## src/rtl/bfa_pkg.sv

```systemverilog
package bfa_pkg;

    localparam int FR_W  = 13;
    localparam int RUN_W = 14;
    localparam int POP_W = 7;

    localparam int NUM_FRAMES_DEF = 4096;
    localparam int WORD_BITS_DEF  = 64;

    localparam logic [FR_W-1:0] CNT_MAX   = 13'h1FFF;
    localparam logic [FR_W-1:0] LIMIT_RST = 13'd4096;

    typedef enum logic [2:0] {
        ACT_MAKE  = 3'd0,
        ACT_MARK  = 3'd1,
        ACT_ALLOC = 3'd2,
        ACT_RUN   = 3'd3,
        ACT_BELOW = 3'd4,
        ACT_FREE  = 3'd5
    } act_t;

    typedef enum logic [2:0] {
        KIND_CLR,
        KIND_SET,
        KIND_FIND,
        KIND_RUN,
        KIND_FILL
    } kind_t;

    typedef enum logic [2:0] {
        ST_CLEAR,
        ST_IDLE,
        ST_ISSUE,
        ST_SCAN,
        ST_DONE
    } state_t;

    typedef struct packed {
        kind_t             kind;
        logic [FR_W-1:0]   lo;
        logic [FR_W-1:0]   hi;
        logic [FR_W-1:0]   count;
        logic [RUN_W-1:0]  run_in;
        logic [FR_W-1:0]   start_in;
        logic [FR_W-1:0]   base;
    } wu_ctl_t;

    typedef struct packed {
        logic [POP_W-1:0]  n_bits;
        logic              found;
        logic [FR_W-1:0]   find_frame;
        logic              run_hit;
        logic [FR_W-1:0]   run_first;
        logic [RUN_W-1:0]  run_out;
        logic [FR_W-1:0]   start_out;
    } wu_res_t;

    function automatic logic [FR_W-1:0] sat_add(input logic [FR_W-1:0] a,
                                                 input logic [RUN_W-1:0] b);
        logic [RUN_W-1:0] sum;
        sum = {1'b0, a} + b;
        return (sum > {1'b0, CNT_MAX}) ? CNT_MAX : sum[FR_W-1:0];
    endfunction

endpackage

```

## src/rtl/bfa_map_ram.sv

```systemverilog
module bfa_map_ram #(
    parameter int WORD_BITS = bfa_pkg::WORD_BITS_DEF,
    parameter int DEPTH     = 64,
    parameter int AW        = 6
) (
    input  logic                 clk,
    input  logic                 we,
    input  logic [AW-1:0]        waddr,
    input  logic [WORD_BITS-1:0] wdata,
    input  logic                 re,
    input  logic [AW-1:0]        raddr,
    output logic [WORD_BITS-1:0] rdata
);

    logic [WORD_BITS-1:0] mem [DEPTH];

    always_ff @(posedge clk) begin
        if (we) begin
            mem[waddr] <= wdata;
        end
        if (re) begin
            rdata <= mem[raddr];
        end
    end

endmodule

```

## config.mk

```make
export PLATFORM = sky130hd
export DESIGN_NAME = bfa_map_ram
export DESIGN_NICKNAME = d
export VERILOG_FILES = /design/src/rtl/bfa_pkg.sv /design/src/rtl/bfa_map_ram.sv
export SDC_FILE = /design/constraint.sdc
export NUM_CORES = 2
export LEC_CHECK = 0
export BUFFER_PORTS_ARGS = -buffer_cell sky130_fd_sc_hd__buf_2
export CAP_MARGIN = 10
export CELL_PAD_IN_SITES_DETAIL_PLACEMENT = 2
export CELL_PAD_IN_SITES_GLOBAL_PLACEMENT = 2
export CORE_MARGIN = 8
export CORE_UTILIZATION = 46
export DETAILED_ROUTE_END_ITERATION = 16
export GPL_ROUTABILITY_DRIVEN = 0
export HOLD_SLACK_MARGIN = 0.12
export PLACE_DENSITY = 0.77
export SYNTH_ARGS = -nofsm -noshare
export SYNTH_HDL_FRONTEND = slang
export SYNTH_SLANG_ARGS = --single-unit
```

## constraint.sdc

```tcl
create_clock -name clk -period 6.9 [get_ports clk]
set_clock_uncertainty 0.15 [all_clocks]
set_input_delay 1.035 -clock clk [delete_from_list [all_inputs] [get_ports clk]]
set_output_delay 1.035 -clock clk [all_outputs]
set_load 0.02 [all_outputs]
```

==> results.md, run 1 <==
* Status: did not finish
* Fail Step: global routing
* Stop err: [ERROR DPL-0033] detailed placement checks failed during check placement.
* Die Width at 600 µm
* Rows at 214
* Placed wire-length estimate at 366000 µm
* Largest net degree at the start of global routing at 110
* Netlist cell types at 32
* Synth Register Bits at 4160
* Initial antenna violation count at 98
* Die Height at 600 µm
* H-tree depth at 5
* Post-synthesis sequential area ratio at 79.6%
* Clock buffer depth at 4
* Syn_nets at 6677
* Clk sink count at 4160
* Port Buf Inserts at 142
* Syn avg cell area at 23.8 µm²
* Io pins at 143
* Starting Density at 46.2%
* Ys flop type: edfxtp_1
* Cell Area, Synth at 0.157 mm²
* Yosys warnings at 0
* Gate Count Post-Synth at 6598
* Biggest area consumer among synthesized cells: edfxtp_1
* Synth top area share at 79.6%
* Area contributors post-synth: edfxtp_1, mux4_2, mux2i_1
* Post-synth EDFFs at 4160
* Post-CTS Setup Bufs at 0
* Async SR Flop Fraction at 0%
* Post-CTS Resized at 0
* Post-CTS Hold Fix Bufs at 0
* CTS root buf: clkbuf_16
* CTS buffer count at 423
-- stage by stage --
step	instances	setup WS (ps)	hold slack [ps]	instance area, µm²	util [%]
2_1_floorplan	6598	279	715	157000	-
3_3_place_gp	11100	2090	740	165000	48.4
3_5_place_dp	11100	1430	784	165000	48.4
4_1_cts	11900	2510	398	178000	52.5
-- cell families after synthesis --
kind of cell           after synthesis  synth area share, %
DFF                               4160                 79.6
muxes                             1159                 15.6
and+or+nand+nor                    386                 1.23
AOI/OAI and AO/OA                  504                 2.47
buffers and inverters              389                 1.18
-- synth_stat cells (20+ instances only) --
cell type  instances
a22o_1            88
a22oi_1          168
o22ai_1           83
or3_1             29
a41oi_1           26
nor2b_1           28
a211oi_1          63
buf_2            170
clkbuf_1         140
mux4_2          1024
and3_1            64
mux2i_1          135
nor2_1           112
nand2_1           58
or2_2             28
nand3_1           45
edfxtp_1        4160
o221ai_1          38
buf_4             34
buf_1             20
==> inputs of run 2 (changes only) <==
==> config.mk (replaced) <==
export PLATFORM = sky130hd
export DESIGN_NAME = bfa_map_ram
export DESIGN_NICKNAME = d
export VERILOG_FILES = /design/src/rtl/bfa_pkg.sv /design/src/rtl/bfa_map_ram.sv
export SDC_FILE = /design/constraint.sdc
export NUM_CORES = 2
export LEC_CHECK = 0
export BUFFER_PORTS_ARGS = -buffer_cell sky130_fd_sc_hd__buf_2
export CAP_MARGIN = 10
export CORE_MARGIN = 8
export CORE_UTILIZATION = 40
export DETAILED_ROUTE_END_ITERATION = 16
export GPL_ROUTABILITY_DRIVEN = 0
export PLACE_DENSITY_LB_ADDON = 0.15
export SYNTH_ARGS = -nofsm -noshare
export SYNTH_HDL_FRONTEND = slang
export SYNTH_SLANG_ARGS = --single-unit
==> constraint.sdc (replaced) <==
create_clock -name clk -period 8.95 [get_ports clk]
set_clock_uncertainty 0.15 [all_clocks]
set_input_delay 1.3425 -clock clk [delete_from_list [all_inputs] [get_ports clk]]
set_output_delay 1.3425 -clock clk [all_outputs]
set_load 0.02 [all_outputs]
==> results.md, run 2 <==
* Status: finished clean (was did not finish)
* Worst slew pin tran at 1390 ps
* Initial antenna violation count at 45
* Syn_nets at 6677 (unchanged)
* CP endpoint: rdata[62]$_DFFE_PP_
* Async SR Flop Fraction at 0% (unchanged)
* Worst-case reg-to-reg path depth at 5
* Syn avg cell area at 23.8 µm² (unchanged)
* Final setup margin at 4780 ps
* Reg with most FFs: mem
* Detail-routed net length per standard cell at 37.5 µm
* FF-to-FF End: rdata[62]$_DFFE_PP_
* Critical-path cell list: buf_12 -> buf_4 -> mux4_2 -> a211oi_1 -> o22ai_1 -> and3_1
* H-tree depth at 5 (unchanged)
* Netlist cell types at 32 (unchanged)
* Port Buf Inserts at 142 (unchanged)
* Final WL at 472000 µm
* Critical Path Fanout Max at 83
* Most common cell in the netlist: edfxtp_1 (unchanged)
* Placed wire-length estimate at 248000 µm (was 366000 µm)
* Commonest non-fill, non-tap cells in the layout: edfxtp_1, mux4_2, clkbuf_16, buf_4, a22oi_1
* Slew Viols, Final at 0
* Final core utilization at 45.6%
* WP data required at 9510 ps
* Vias in the first global route at 77000
* Clk sink count at 4160 (unchanged)
* Syn-to-layout area delta at 13.8%
* Post-CTS Hold Fix Bufs at 0 (unchanged)
* Biggest area consumer among synthesized cells: edfxtp_1 (unchanged)
* Gate Count Post-Synth at 6598 (unchanged)
* Largest net degree at the start of global routing at 123
* Reg-to-Reg Start: mem[9][62]$_DFFE_PP_
* CTS root buf: clkbuf_16 (unchanged)
* Most frequent cells after synthesis: edfxtp_1, mux4_2, buf_2 (unchanged)
* Post-DP Area at 0.165 mm² (about the same)
* Crit-path max cell delay at 800 ps
* Peak VDD IR at 0.179 mV
* First-pass GRT wire length at 647000 µm
* Hold crit path type: flop to flop
* Post-synth EDFFs at 4160 (unchanged)
* Levels on crit path at 6
* Synth Register Bits at 4160 (unchanged)
* Most common cell after layout, fill and taps aside: edfxtp_1
* Io pins at 143 (unchanged)
* Post-synthesis sequential area ratio at 79.6% (unchanged)
* Cell family with most CP delay: buffers and inverters
* Hold Path Origin: mem[46][46]$_DFFE_PP_
* R2R setup slack at 6350 ps
* Starting Density at 40.1% (was 46.2%)
* Hold path depth at 4
* DR vias/cell at 5.97
* Layout cells sized above 1 at 28.2%
* Clock buffer depth at 4 (unchanged)
* Setup crit start kind: primary input
* RSZ-0062 raised after global routing: false
* Area contributors post-synth: edfxtp_1, mux4_2, mux2i_1 (unchanged)
* Type of the worst setup path: primary input to flop
* Post-CTS Setup Bufs at 0 (unchanged)
* Min cycle time layout at 4170 ps
* Rows at 230 (was 214)
* Die Width at 642 µm (was 600 µm)
* Synth top area share at 79.6% (unchanged)
* DRC errors left at 0
* Final nets at 7091
* Routed Antenna Nets at 0
* GRT overflow at 0
* CTS tree: yes
* Critical path capture point type: flop
* Slew Limit Headroom at 7.25%
* Die ar. at 0.413 mm²
* Cell Area, Synth at 0.157 mm² (unchanged)
* Count of filler cells inserted in the layout at 32400
* CTS buffer count at 434 (was 423)
* Worst Path Buf+Inv at 2
* Iteration-0 DRC Markers at 8490
* Core area at 0.392 mm²
* Post-CTS Resized at 0 (unchanged)
* Design area at 0.179 mm²
* Count of final setup violators at 0
* Crit path launch: raddr[0]
* Setup TNS at 0 ps
* P_leak at 55.1 nW
* Max FFs per register at 4096
* Ys flop type: edfxtp_1 (unchanged)
* Pwr Density at 230 mW/mm²
* MaxCap Viol Count at 0
* Via count at 75200
* Yosys warnings at 0 (unchanged)
* Final Hold Vio Count at 0
* Fmax at 240 MHz
* Largest regs: mem x4096, rdata x64
* Skew-Pair Late Insertion Delay at 980 ps
* Reg clk slew, reported paths at 60 ps
* TritonRoute pass-1 iters at 5
* Pre-CTS setup slack at 3700 ps (was 1430 ps)
* Critical path arrival at 4730 ps
* Hold WS at 760 ps
* Crit share post-route at 46.6%
* Die Height at 642 µm (was 600 µm)
* Crit path max-delay cell type: buf_4
* GRT Total Usage at 22.4%
run 2: cell counts after synthesis:
No cell type changed its count.
run 2: cell families after synthesis:
kind of cell | Yosys count | synth area share, %
mux | 1159 | 15.6
flops | 4160 | 79.6
simple gates | 386 | 1.23
buf+inv | 389 | 1.18
compound gates | 504 | 2.47
run 2: power by group:
group	switching, W	leakage [nW]	internal (W)	total [W]
combinational	0.00118	11.0	0.000656	0.00184
clock	0.00754	6.68	0.0100	0.0176
sequential	0.0000909	37.5	0.0216	0.0217
total	0.00881	55.1	0.0323	0.0411
run 2: worst min path at each step:
stage | endpoint | slack, ps
finish | rdata[46]$_DFFE_PP_ | 760
detailed placement | rdata[50]$_DFFE_PP_ | 750
CTS | rdata[22]$_DFFE_PP_ | 720
floorplan | rdata[61]$_DFFE_PP_ | 710
global route | rdata[22]$_DFFE_PP_ | 740
global placement | rdata[46]$_DFFE_PP_ | 760
run 2: through the flow:
stage	total power, W	std cells
3_3_place_gp	0.0240	11800
5_1_grt	0.0423	12600
2_1_floorplan	0.0231	6598
6_report	0.0411	12600
3_5_place_dp	0.0240	11800
4_1_cts	0.0415	12600
run 2: area by class of cell:
class                           instances  area, µm²  share of cell area (%)
Antenna cell                           15       37.5                  0.0210
Clock buffer                          517      11300                    6.30
Clock inverter                        267       2460                    1.38
Inverter                               19       71.3                  0.0399
Multi-Input combinational cell       2049      30800                    17.2
Sequential cell                      4160     125000                    69.9
Tap cell                             5220       6530                    3.66
Timing Repair Buffer                  348       2590                    1.45
run 2: worst register-to-register path, stage by stage, from the launching register on:
cell and delay (ps):
edfxtp_1 370, mux4_2 450, nor2b_1 150, a211oi_1 730, o22ai_1 300, and3_1 220
run 2: metal layers:
layer	GRT usage, %	vias up	share of wire (%)	routed length (µm)
met4	4.42	6	2.0	9670
met2	37.6	2796	49	234000
met3	3.06	575	6.0	28200
met5	0	-	0.0078	37
met1	31.6	42400	42	200000
li1	-	29500	-	-
Power figures use the tool's default switching activity.
